==> config.mk <==
export PLATFORM = sky130hd
export DESIGN_NAME = diagnostic_request_server
export DESIGN_NICKNAME = d
export VERILOG_FILES = /design/src/drs_pkg.sv /design/src/diagnostic_request_server.sv
export SDC_FILE = /design/constraint.sdc
export NUM_CORES = 1
export LEC_CHECK = 0
export BUFFER_PORTS_ARGS = -buffer_cell sky130_fd_sc_hd__buf_2
export CORE_MARGIN = 2
export CORE_UTILIZATION = 40
export CTS_BUF_LIST = sky130_fd_sc_hd__clkbuf_16
export DETAILED_ROUTE_END_ITERATION = 7
export MAX_ROUTING_LAYER = met4
export SYNTH_ARGS = -nofsm -noshare
export SYNTH_HDL_FRONTEND = slang
export SYNTH_SLANG_ARGS = --single-unit
==> constraint.sdc <==
create_clock -name clk -period 3.1 [get_ports clk]
set_input_delay 0.155 -clock clk [delete_from_list [all_inputs] [get_ports clk]]
set_output_delay 0.155 -clock clk [all_outputs]
set_load 0.03 [all_outputs]
==> src/drs_pkg.sv <==
// ----------------------------------------------------------------------------
// drs_pkg
// shared codes and constants for the diagnostic request server
// ----------------------------------------------------------------------------
package drs_pkg;

	localparam int unsigned NumBytes = 6;

	typedef logic [7:0] byte_t;

	typedef enum logic [1:0] {
		OP_REQUEST = 2'd0,
		OP_COMMIT  = 2'd1,
		OP_RESET   = 2'd2,
		OP_NONE    = 2'd3
	} op_t;

	// service identifiers
	localparam byte_t SID_SESSION  = 8'h10;
	localparam byte_t SID_READ     = 8'h22;
	localparam byte_t SID_SECURITY = 8'h27;
	localparam byte_t SID_WRITE    = 8'h2E;
	localparam byte_t SID_ROUTINE  = 8'h31;
	localparam byte_t SID_PRESENT  = 8'h3E;

	// positive response offset and negative marker
	localparam byte_t POS_OFFSET = 8'h40;
	localparam byte_t NEG_MARK   = 8'h7F;

	// negative response codes
	localparam byte_t NRC_SERVICE    = 8'h11;
	localparam byte_t NRC_SUBFUNC    = 8'h12;
	localparam byte_t NRC_LENGTH     = 8'h13;
	localparam byte_t NRC_CONDITIONS = 8'h22;
	localparam byte_t NRC_SEQUENCE   = 8'h24;
	localparam byte_t NRC_RANGE      = 8'h31;
	localparam byte_t NRC_SECURITY   = 8'h33;
	localparam byte_t NRC_KEY        = 8'h35;
	localparam byte_t NRC_SESSION    = 8'h7F;

	// subfunctions
	localparam byte_t SUB_DEFAULT  = 8'h01;
	localparam byte_t SUB_EXTENDED = 8'h03;
	localparam byte_t SUB_SEED     = 8'h01;
	localparam byte_t SUB_KEY      = 8'h02;
	localparam byte_t SUB_START    = 8'h01;

	// identifiers, seed and key
	localparam logic [15:0] CODING_ID  = 16'hF1A0;
	localparam logic [15:0] APPLY_ID   = 16'hFF10;
	localparam logic [15:0] SEED_VALUE = 16'h5A3C;
	localparam logic [15:0] KEY_MASK   = 16'hA55A;
	localparam logic [15:0] KEY_VALUE  = SEED_VALUE ^ KEY_MASK;

	// session timing parameters echoed in the session response
	localparam byte_t P2_HI      = 8'h00;
	localparam byte_t P2_LO      = 8'h32;
	localparam byte_t P2_EXT_HI  = 8'h01;
	localparam byte_t P2_EXT_LO  = 8'hF4;

	// largest allowed value of each coding record byte
	localparam byte_t REC0_MAX = 8'd1;
	localparam byte_t REC1_MAX = 8'd2;
	localparam byte_t REC2_MAX = 8'd1;

endpackage

==> src/diagnostic_request_server.sv <==
// ----------------------------------------------------------------------------
// diagnostic_request_server
// serves one whole diagnostic request per cycle unless out_ready stalls: session, security access,
// coding record read/write, apply routine, tester present, commit and reset
// ----------------------------------------------------------------------------
// path: an accepted request passes from the input register through the decode
//   stage into the response register, which out_ready can stall
// throughput: one request per cycle unless out_ready stalls, set by the single
//   decode stage between the input register and the response register
// reset: arst_n clears session, security flags, record flags, both coding
//   records and the valid bits of both stages
module diagnostic_request_server
	import drs_pkg::*;
(
	input  logic       clk,
	input  logic       arst_n,
	input  logic       in_valid,
	output logic       in_ready,
	input  logic [1:0] operation,
	input  logic [7:0] req_length,
	input  logic [7:0] req_byte_0,
	input  logic [7:0] req_byte_1,
	input  logic [7:0] req_byte_2,
	input  logic [7:0] req_byte_3,
	input  logic [7:0] req_byte_4,
	input  logic [7:0] req_byte_5,
	output logic       out_valid,
	input  logic       out_ready,
	output logic [2:0] resp_length,
	output logic [7:0] resp_byte_0,
	output logic [7:0] resp_byte_1,
	output logic [7:0] resp_byte_2,
	output logic [7:0] resp_byte_3,
	output logic [7:0] resp_byte_4,
	output logic [7:0] resp_byte_5
);

	// input register
	logic       valid_s1;
	op_t        op_s1;
	logic [7:0] len_s1;
	byte_t      byte_s1 [NumBytes];

	// response register
	logic       valid_s2;
	logic [2:0] len_s2;
	byte_t      byte_s2 [NumBytes];

	// server state
	logic  ext_session_q, unlocked_q, seed_sent_q, rec_valid_q, commit_pend_q;
	byte_t work_rec_q  [3];
	byte_t store_rec_q [3];

	// next state and response from the decode stage
	logic  ext_session_d, unlocked_d, seed_sent_d, rec_valid_d, commit_pend_d;
	byte_t work_rec_d  [3];
	byte_t store_rec_d [3];
	logic [2:0] rsp_len;
	byte_t      rsp     [NumBytes];
	byte_t      q       [NumBytes];
	logic       is_neg;
	byte_t      nrc;
	logic       coding_id_ok;
	logic [15:0] word_23;

	logic advance_s1;

	// response register frees when empty or being taken
	assign advance_s1 = valid_s1 && (!valid_s2 || out_ready);
	assign in_ready   = !valid_s1 || advance_s1;

	// ---------------------------------------------------------------- stage 1
	always_ff @(posedge clk or negedge arst_n) begin
		if (!arst_n) begin
			valid_s1 <= 1'b0;
		end else if (in_ready) begin
			valid_s1 <= in_valid;
		end
	end

	always_ff @(posedge clk) begin
		if (in_ready && in_valid) begin
			op_s1      <= op_t'(operation);
			len_s1     <= req_length;
			byte_s1[0] <= req_byte_0;
			byte_s1[1] <= req_byte_1;
			byte_s1[2] <= req_byte_2;
			byte_s1[3] <= req_byte_3;
			byte_s1[4] <= req_byte_4;
			byte_s1[5] <= req_byte_5;
		end
	end

	// ---------------------------------------------------------------- decode
	// bytes at or past the request length read as zero
	always_comb begin
		for (int i = 0; i < NumBytes; i++) begin
			q[i] = (8'(i) < len_s1) ? byte_s1[i] : 8'h00;
		end
	end

	assign coding_id_ok = ({q[1], q[2]} == CODING_ID);
	assign word_23      = {q[2], q[3]};

	always_comb begin
		ext_session_d = ext_session_q;
		unlocked_d    = unlocked_q;
		seed_sent_d   = seed_sent_q;
		rec_valid_d   = rec_valid_q;
		commit_pend_d = commit_pend_q;
		work_rec_d    = work_rec_q;
		store_rec_d   = store_rec_q;
		rsp_len       = 3'd0;
		is_neg        = 1'b0;
		nrc           = NRC_SERVICE;
		for (int i = 0; i < NumBytes; i++) begin
			rsp[i] = 8'h00;
		end

		unique case (op_s1)
			OP_REQUEST: begin
				if (len_s1 != 8'd0) begin
					unique case (q[0])
						SID_SESSION: begin
							priority if (len_s1 != 8'd2) begin
								is_neg = 1'b1;
								nrc    = NRC_LENGTH;
							end else if (q[1] != SUB_DEFAULT && q[1] != SUB_EXTENDED) begin
								is_neg = 1'b1;
								nrc    = NRC_SUBFUNC;
							end else begin
								ext_session_d = (q[1] == SUB_EXTENDED);
								unlocked_d    = 1'b0;
								seed_sent_d   = 1'b0;
								rsp_len       = 3'd6;
								rsp[0]        = SID_SESSION + POS_OFFSET;
								rsp[1]        = q[1];
								rsp[2]        = P2_HI;
								rsp[3]        = P2_LO;
								rsp[4]        = P2_EXT_HI;
								rsp[5]        = P2_EXT_LO;
							end
						end
						SID_READ: begin
							priority if (len_s1 != 8'd3) begin
								is_neg = 1'b1;
								nrc    = NRC_LENGTH;
							end else if (!coding_id_ok) begin
								is_neg = 1'b1;
								nrc    = NRC_RANGE;
							end else begin
								rsp_len = 3'd6;
								rsp[0]  = SID_READ + POS_OFFSET;
								rsp[1]  = q[1];
								rsp[2]  = q[2];
								rsp[3]  = work_rec_q[0];
								rsp[4]  = work_rec_q[1];
								rsp[5]  = work_rec_q[2];
							end
						end
						SID_SECURITY: begin
							priority if (!ext_session_q) begin
								is_neg = 1'b1;
								nrc    = NRC_SESSION;
							end else if (len_s1 == 8'd2 && q[1] == SUB_SEED) begin
								seed_sent_d = 1'b1;
								rsp_len     = 3'd4;
								rsp[0]      = SID_SECURITY + POS_OFFSET;
								rsp[1]      = SUB_SEED;
								rsp[2]      = SEED_VALUE[15:8];
								rsp[3]      = SEED_VALUE[7:0];
							end else if (len_s1 != 8'd4 || q[1] != SUB_KEY) begin
								is_neg = 1'b1;
								nrc    = NRC_LENGTH;
							end else if (!seed_sent_q) begin
								is_neg = 1'b1;
								nrc    = NRC_SEQUENCE;
							end else if (word_23 != KEY_VALUE) begin
								is_neg = 1'b1;
								nrc    = NRC_KEY;
							end else begin
								unlocked_d  = 1'b1;
								seed_sent_d = 1'b0;
								rsp_len     = 3'd2;
								rsp[0]      = SID_SECURITY + POS_OFFSET;
								rsp[1]      = SUB_KEY;
							end
						end
						SID_WRITE: begin
							priority if (len_s1 != 8'd6) begin
								is_neg = 1'b1;
								nrc    = NRC_LENGTH;
							end else if (!coding_id_ok) begin
								is_neg = 1'b1;
								nrc    = NRC_RANGE;
							end else if (!ext_session_q) begin
								is_neg = 1'b1;
								nrc    = NRC_SESSION;
							end else if (!unlocked_q) begin
								is_neg = 1'b1;
								nrc    = NRC_SECURITY;
							end else if (q[3] > REC0_MAX || q[4] > REC1_MAX
									|| q[5] > REC2_MAX) begin
								is_neg = 1'b1;
								nrc    = NRC_RANGE;
							end else begin
								work_rec_d[0] = q[3];
								work_rec_d[1] = q[4];
								work_rec_d[2] = q[5];
								rec_valid_d   = 1'b1;
								commit_pend_d = 1'b1;
								rsp_len       = 3'd3;
								rsp[0]        = SID_WRITE + POS_OFFSET;
								rsp[1]        = q[1];
								rsp[2]        = q[2];
							end
						end
						SID_ROUTINE: begin
							priority if (len_s1 != 8'd4) begin
								is_neg = 1'b1;
								nrc    = NRC_LENGTH;
							end else if (word_23 != APPLY_ID || q[1] != SUB_START) begin
								is_neg = 1'b1;
								nrc    = NRC_RANGE;
							end else if (!rec_valid_q) begin
								is_neg = 1'b1;
								nrc    = NRC_CONDITIONS;
							end else begin
								rsp_len = 3'd5;
								rsp[0]  = SID_ROUTINE + POS_OFFSET;
								rsp[1]  = SUB_START;
								rsp[2]  = APPLY_ID[15:8];
								rsp[3]  = APPLY_ID[7:0];
							end
						end
						SID_PRESENT: begin
							if (len_s1 != 8'd2) begin
								is_neg = 1'b1;
								nrc    = NRC_LENGTH;
							end else begin
								rsp_len = 3'd2;
								rsp[0]  = SID_PRESENT + POS_OFFSET;
								rsp[1]  = q[1];
							end
						end
						default: begin
							is_neg = 1'b1;
							nrc    = NRC_SERVICE;
						end
					endcase
				end
			end
			OP_COMMIT: begin
				// save the working record only when a write is outstanding
				if (commit_pend_q) begin
					store_rec_d   = work_rec_q;
					commit_pend_d = 1'b0;
				end
			end
			OP_RESET: begin
				// simulated ecu reset: back to default session, record restored
				ext_session_d = 1'b0;
				unlocked_d    = 1'b0;
				seed_sent_d   = 1'b0;
				work_rec_d    = store_rec_q;
			end
			OP_NONE: begin
			end
		endcase

		// three-byte negative response overrides everything else
		if (is_neg) begin
			rsp_len = 3'd3;
			rsp[0]  = NEG_MARK;
			rsp[1]  = q[0];
			rsp[2]  = nrc;
			rsp[3]  = 8'h00;
			rsp[4]  = 8'h00;
			rsp[5]  = 8'h00;
		end
	end

	// ---------------------------------------------------------------- state
	// state moves only when a request leaves the decode stage, so the next
	// request in line always sees the outcome of the previous one
	always_ff @(posedge clk or negedge arst_n) begin
		if (!arst_n) begin
			ext_session_q <= 1'b0;
			unlocked_q    <= 1'b0;
			seed_sent_q   <= 1'b0;
			rec_valid_q   <= 1'b0;
			commit_pend_q <= 1'b0;
			for (int i = 0; i < 3; i++) begin
				work_rec_q[i]  <= 8'h00;
				store_rec_q[i] <= 8'h00;
			end
		end else if (advance_s1) begin
			ext_session_q <= ext_session_d;
			unlocked_q    <= unlocked_d;
			seed_sent_q   <= seed_sent_d;
			rec_valid_q   <= rec_valid_d;
			commit_pend_q <= commit_pend_d;
			work_rec_q    <= work_rec_d;
			store_rec_q   <= store_rec_d;
		end
	end

	// ---------------------------------------------------------------- stage 2
	always_ff @(posedge clk or negedge arst_n) begin
		if (!arst_n) begin
			valid_s2 <= 1'b0;
		end else if (advance_s1) begin
			valid_s2 <= 1'b1;
		end else if (out_ready) begin
			valid_s2 <= 1'b0;
		end
	end

	always_ff @(posedge clk) begin
		if (advance_s1) begin
			len_s2  <= rsp_len;
			byte_s2 <= rsp;
		end
	end

	assign out_valid   = valid_s2;
	assign resp_length = len_s2;
	assign resp_byte_0 = byte_s2[0];
	assign resp_byte_1 = byte_s2[1];
	assign resp_byte_2 = byte_s2[2];
	assign resp_byte_3 = byte_s2[3];
	assign resp_byte_4 = byte_s2[4];
	assign resp_byte_5 = byte_s2[5];

`ifndef SYNTHESIS
	// a pending commit always refers to a record that has been written
	a_pend_has_record: assert property (@(posedge clk) disable iff (!arst_n)
		commit_pend_q |-> rec_valid_q)
		else $error("commit pending without a valid record");

	// unlock is only reachable and kept inside the extended session
	a_unlock_in_ext: assert property (@(posedge clk) disable iff (!arst_n)
		unlocked_q |-> ext_session_q)
		else $error("unlocked outside the extended session");

	// a request leaving the decode stage shows up as a response next cycle
	a_advance_resp: assert property (@(posedge clk) disable iff (!arst_n)
		advance_s1 |=> out_valid)
		else $error("decoded request produced no response");

	// empty responses carry no bytes
	a_empty_zero: assert property (@(posedge clk) disable iff (!arst_n)
		(out_valid && resp_length == 3'd0) |-> (resp_byte_0 == 8'h00
			&& resp_byte_1 == 8'h00 && resp_byte_2 == 8'h00))
		else $error("empty response with non-zero bytes");
`endif

endmodule
Word level (Yosys, flattened, before mapping):

Memory sizes are Yosys's and may differ from the RTL's.
Cells that the tools add are included.
Widths: inputs -> output; s select.

* memory bits (writable): 48
* word-level logic and storage cells: 240
* input port bits: 62
* memories: 1
* flip-flop bits (word level): 116
* output and inout bits: 53

Memory list
* byte_s1: words 6, width 8, read ports 6, clocked after Yosys merged registers in 0, wr ports 6, RTL line diagnostic_request_server.sv:42 `byte_t byte_s1 [NumBytes];`

* $lt $le $gt $ge: 9
* muxes and demuxes: 137
* equal/unequal tests: 40
* bitwise gates (word level): 4
* reduce and logical (&&, ||, !) cells: 25

Operators by type and width (number)
* $mux 47: 6
* $mux 24: 7
* $mux 8: 18
* $mux 31: 4
* $mux 23: 5
* $mux 15: 6
* $pmux 15 s6: 1
* $mux 1: 48
* $pmux 24 s2: 1
* $pmux 8 s6: 1
* $eq 8x6->1 const B: 5
* $mux 40: 1
* $pmux 8 s5: 1
* $ne 16x16->1 const B: 2
* $ne 8x2->1 const B: 4
* $pmux 16 s2: 1
* $pmux 8 s4: 1
* $mux 6: 5
* $mux 2: 14
* $mux 3: 9
* $reduce_and 9->1: 3
* $ne 3x3->1 const B: 8
* $ne 2x2->1 const B: 10
* $pmux 3 s6: 1
* other kinds (28): 53

Longest topological paths before layout:

* depth after elaboration: 14
* mapped depth: 10
* mapped depth without buffers: 8

Least setup slack after synthesis:

OpenSTA, ideal clock, no wires.

* path type: register to register
* from: reg valid_s2, in the netlist out_valid
* to: mem byte_s1[0][0] (netlist bit) (enable)
* setup slack: 0.397 ns
* data arrival time: 2.281 ns
* cell stages (with the launch flop): 3
* required time: 2.678 ns
* path buffers: 0
* library setup time: 0.422 ns
* clock period less this slack: 2.703 ns
* cells stage by stage: dfrtp_1 > nand3b_1 > and2_1

RTL lines
* from (decl): RTL line diagnostic_request_server.sv:45 `logic valid_s2;`
* from (signal assigned): RTL line diagnostic_request_server.sv:311 `valid_s2 <= 1'b0;`
* from (signal assigned): RTL line diagnostic_request_server.sv:313 `valid_s2 <= 1'b1;`
* from (signal assigned): RTL line diagnostic_request_server.sv:315 `valid_s2 <= 1'b0;`
* to (decl): RTL line diagnostic_request_server.sv:42

==> metrics.md <==
| Metric | Value |
|---|---|
| Worst EP required | `3260 ps` |
| Period utilization | `0.950` |
| Reg2reg setup slack | `160 ps` |
| Synth top area cells | `edfxtp_1 (46%), dfrtp_1 (19%), mux2_2 (3.8%)` |
| Vias in the first global route | `5,242` |
| Register bit total from synthesis | `163` |
| Later-pin clock latency in the skew report | `430 ps` |
| Worst setup SP type | `register` |
| CTS Buf Count | `17` |
| Tmin final | `2940 ps` |
| # port buffers | `113` |
| H-tree levels | `4` |
| Fillers | `1,491` |
| Via density | `5.19` |
| Count of cell types in the netlist | `59` |
| Die Y | `137 um` |
| Most frequent cells after synthesis | `edfxtp_1 (108), nand2_1 (60), dfrtp_1 (55)` |
| Gr ovfl total | `0` |
| Core Rows | `48` |
| Slew Limit Headroom | `0.502` |
| Worst Max-Slew Pin Slew | `744 ps` |
| Area growth syn-to-layout | `34.2%` |
| VDD IR-drop max | `0.369 mV` |
| Clock network power share | `0.403` |
| Asr flop ratio synth | `0.337` |
| Power Internal | `3.93 mW` |
| Post-CTS setup buffer count | `0` |
| Die Wd | `137 um` |
| Unrepaired setup endpoints after global routing | `no` |
| Antenna violations before repair | `0` |
| Post-DP HPWL | `12,900 um` |
| DRT Wirelength | `17,700 um` |
| Sequential element share of the synthesized area | `0.654` |
| Post-Synthesis Cells | `559` |
| Syn Std Cell Area | `7060 um2` |
| CP endpoint kind | `register` |
| Number of synthesized flops with an enable pin | `108` |
| CTS tree | `yes` |
| Endpoints failing setup | `0` |
| Total of max-cap violations | `0` |
| Flop pwr share | `0.501` |
| Initial core utilization | `0.408` |
| Antenna viol nets, final | `0` |
| Switch Pwr | `1.33 mW` |
| Dominant cell type by area after synthesis | `edfxtp_1` |
| YS warnings | `0` |
| Area of the multi-input gates | `2290 um2` |
| Yosys top cell area share | `0.459` |
| Leakage Power | `3.95 nW` |
| Core Area | `17,300 um2` |
| Min setup slack post-route | `156 ps` |
| Final net count | `850` |
| Largest net degree at the start of global routing | `49` |
| Worst Clk Skew | `10.0 ps` |
| Vias | `5,326` |
| Logic pwr share | `0.097` |
| 1st-iter DRT viols | `321` |
| Crit path arrival time | `3110 ps` |
| Die area | `18,700 um2` |
| CTS sink cnt | `163` |
| GPL Wtd Cong | `0.949` |
| First-pass GRT wire length | `28,000 um` |
| Sw Ratio | `0.252` |
| Synth Flop Type | `edfxtp_1` |
| Crit-path max FO | `6` |
| Pre-CTS setup slack | `62.0 ps` |
| Power per standard cell area | `554 nW/um2` |
| CP Class | `register to register` |
| Reg area | `4620 um2` |
| First drt pass iteration count | `6` |
| Count leader, synth | `edfxtp_1` |
| Clock root cell | `clkbuf_16` |
| Min-Delay Path Class | `input port to register` |
| Status | `complete, no violations` |
| Max Freq | `340 MHz` |
| Avg Inst Size Synth | `12.6 um2` |
| Net Count, Synth | `621` |
| DRC | `0` |
| Worst-path clk slew | `70 ps` |
| # diodes | `0` |
| WL/cell | `17.3 um` |
| Final hold violation count | `0` |
| Placed Area | `8280 um2` |
| Max-slew violation count | `0` |
| Worst-case clock buffer depth | `2` |
| Fin Setup TNS | `0 ps` |
| Top Ports | `115` |
| Ratio of cells with drive above 1 in the final layout | `0.323` |
| Total global-route track usage | `0.204` |
| Fin area | `9480 um2` |
-- state kept, by name (all words and copies together), names as in the netlist --
register	cells
work_rec_q	24
seed_sent_q	1
unlocked_q	1
op_s1	2
byte_s1	48
store_rec_q	24
commit_pend_q	1
valid_s1	1
resp_byte_5	8
rec_valid_q	1
resp_byte_3	8
resp_byte_0	7
ext_session_q	1
out_valid	1
resp_byte_1	8
len_s1	8
resp_byte_2	8
resp_byte_4	8
resp_length	3
-- final cells by class --
cell class	instances	area share
clock inverters	15	0.0176
clock buffers	17	0.0449
well taps	225	0.0297
inverters	11	0.00436
repair buffers	235	0.175
multi-input cells	360	0.241
flip-flops and latches	163	0.487
-- power groups by stage --
stage	Combinational (mW)	Clock [mW]	Sequential, mW
after floorplan	0.179	0	2.73
after global placement	0.441	0	2.66
after detailed placement	0.452	0	2.67
after CTS	0.512	2.15	2.63
after global routing	0.557	2.24	2.65
final	0.507	2.12	2.63
-- cells in the final DEF, fill, tap and decap left out, types with 10 or more instances in the layout --
| cell type | synthesis | routed |
|---|---|---|
| buf_2 | 4 | 113 |
| a22oi_1 | 16 | 16 |
| o21ai_0 | 31 | 31 |
| clkbuf_16 | 0 | 17 |
| nand4_1 | 10 | 10 |
| dlygate4sd3_1 | 0 | 60 |
| mux2_2 | 24 | 24 |
| edfxtp_1 | 108 | 108 |
| and3_1 | 27 | 26 |
| nand3_1 | 11 | 11 |
| nand2_1 | 60 | 60 |
| nor2_1 | 32 | 31 |
| a21oi_1 | 26 | 26 |
| inv_1 | 11 | 10 |
| buf_4 | 2 | 60 |
| dfrtp_1 | 55 | 55 |
-- stage by stage --
| stage | util | instances | hold WS (ps) | total power [mW] |
|---|---|---|---|---|
| after detailed placement | 0.478 | 934 | 228 | 3.12 |
| final | 0.548 | 1026 | 31.3 | 5.25 |
| after global placement | 0.478 | 934 | 223 | 3.11 |
| after CTS | 0.547 | 1026 | 21.6 | 5.29 |
| after floorplan | - | 559 | -141 | 2.91 |
| after global routing | 0.548 | 1026 | 40.4 | 5.44 |
-- final timing paths --
| kind | from | endpoint | cells past startpoint |
|---|---|---|---|
| setup / recovery | len_s1[4] | resp_byte_1[0] | 9 |
| hold / removal | out_ready | out_valid | 3 |
| setup reg to reg | len_s1[4] | resp_byte_1[0] | 9 |
| hold reg to reg | valid_s1 | out_valid | 1 |
| max in group asynchronous | arst_n | store_rec_q[1] | 3 |
| min in group asynchronous | arst_n | work_rec_q[10] | 2 |
-- layer usage --
layer / vias up / GRT usage / part of all wire
met4: 0 / 0.0704 / 0.018
met1: 2564 / 0.277 / 0.47
li1: 2581 / - / -
met2: 159 / 0.314 / 0.47
met5: - / - / 0
met3: 22 / 0.0341 / 0.046
-- critical path, stage by stage, from the launching register on --
cell      delay, ps
edfxtp_1        450
or4_1           600
nor3_1          240
a21oi_1         160
buf_4           170
and3_2          260
a31oi_2         310
nand2_1         160
a31oi_1         210
o22ai_1         110
-- kinds of logic after synthesis --
logic type             synth area share
buffers and inverters            0.0251
multiplexers                     0.0397
other                          0.000531
flip-flops                        0.654
AO/OA/AOI/OAI                     0.113
AND/OR/NAND/NOR                   0.168
-- timing repair --
| action | 4_1_cts | 5_1_grt |
|---|---|---|
| endpoints found under the setup margin | 0 | 19 |
| hold buffers | 60 | 0 |
| gates resized for setup | 0 | 3 |
| endpoints found under the hold margin | 87 | 0 |
Note: power is estimated with default switching activity, not from simulation.
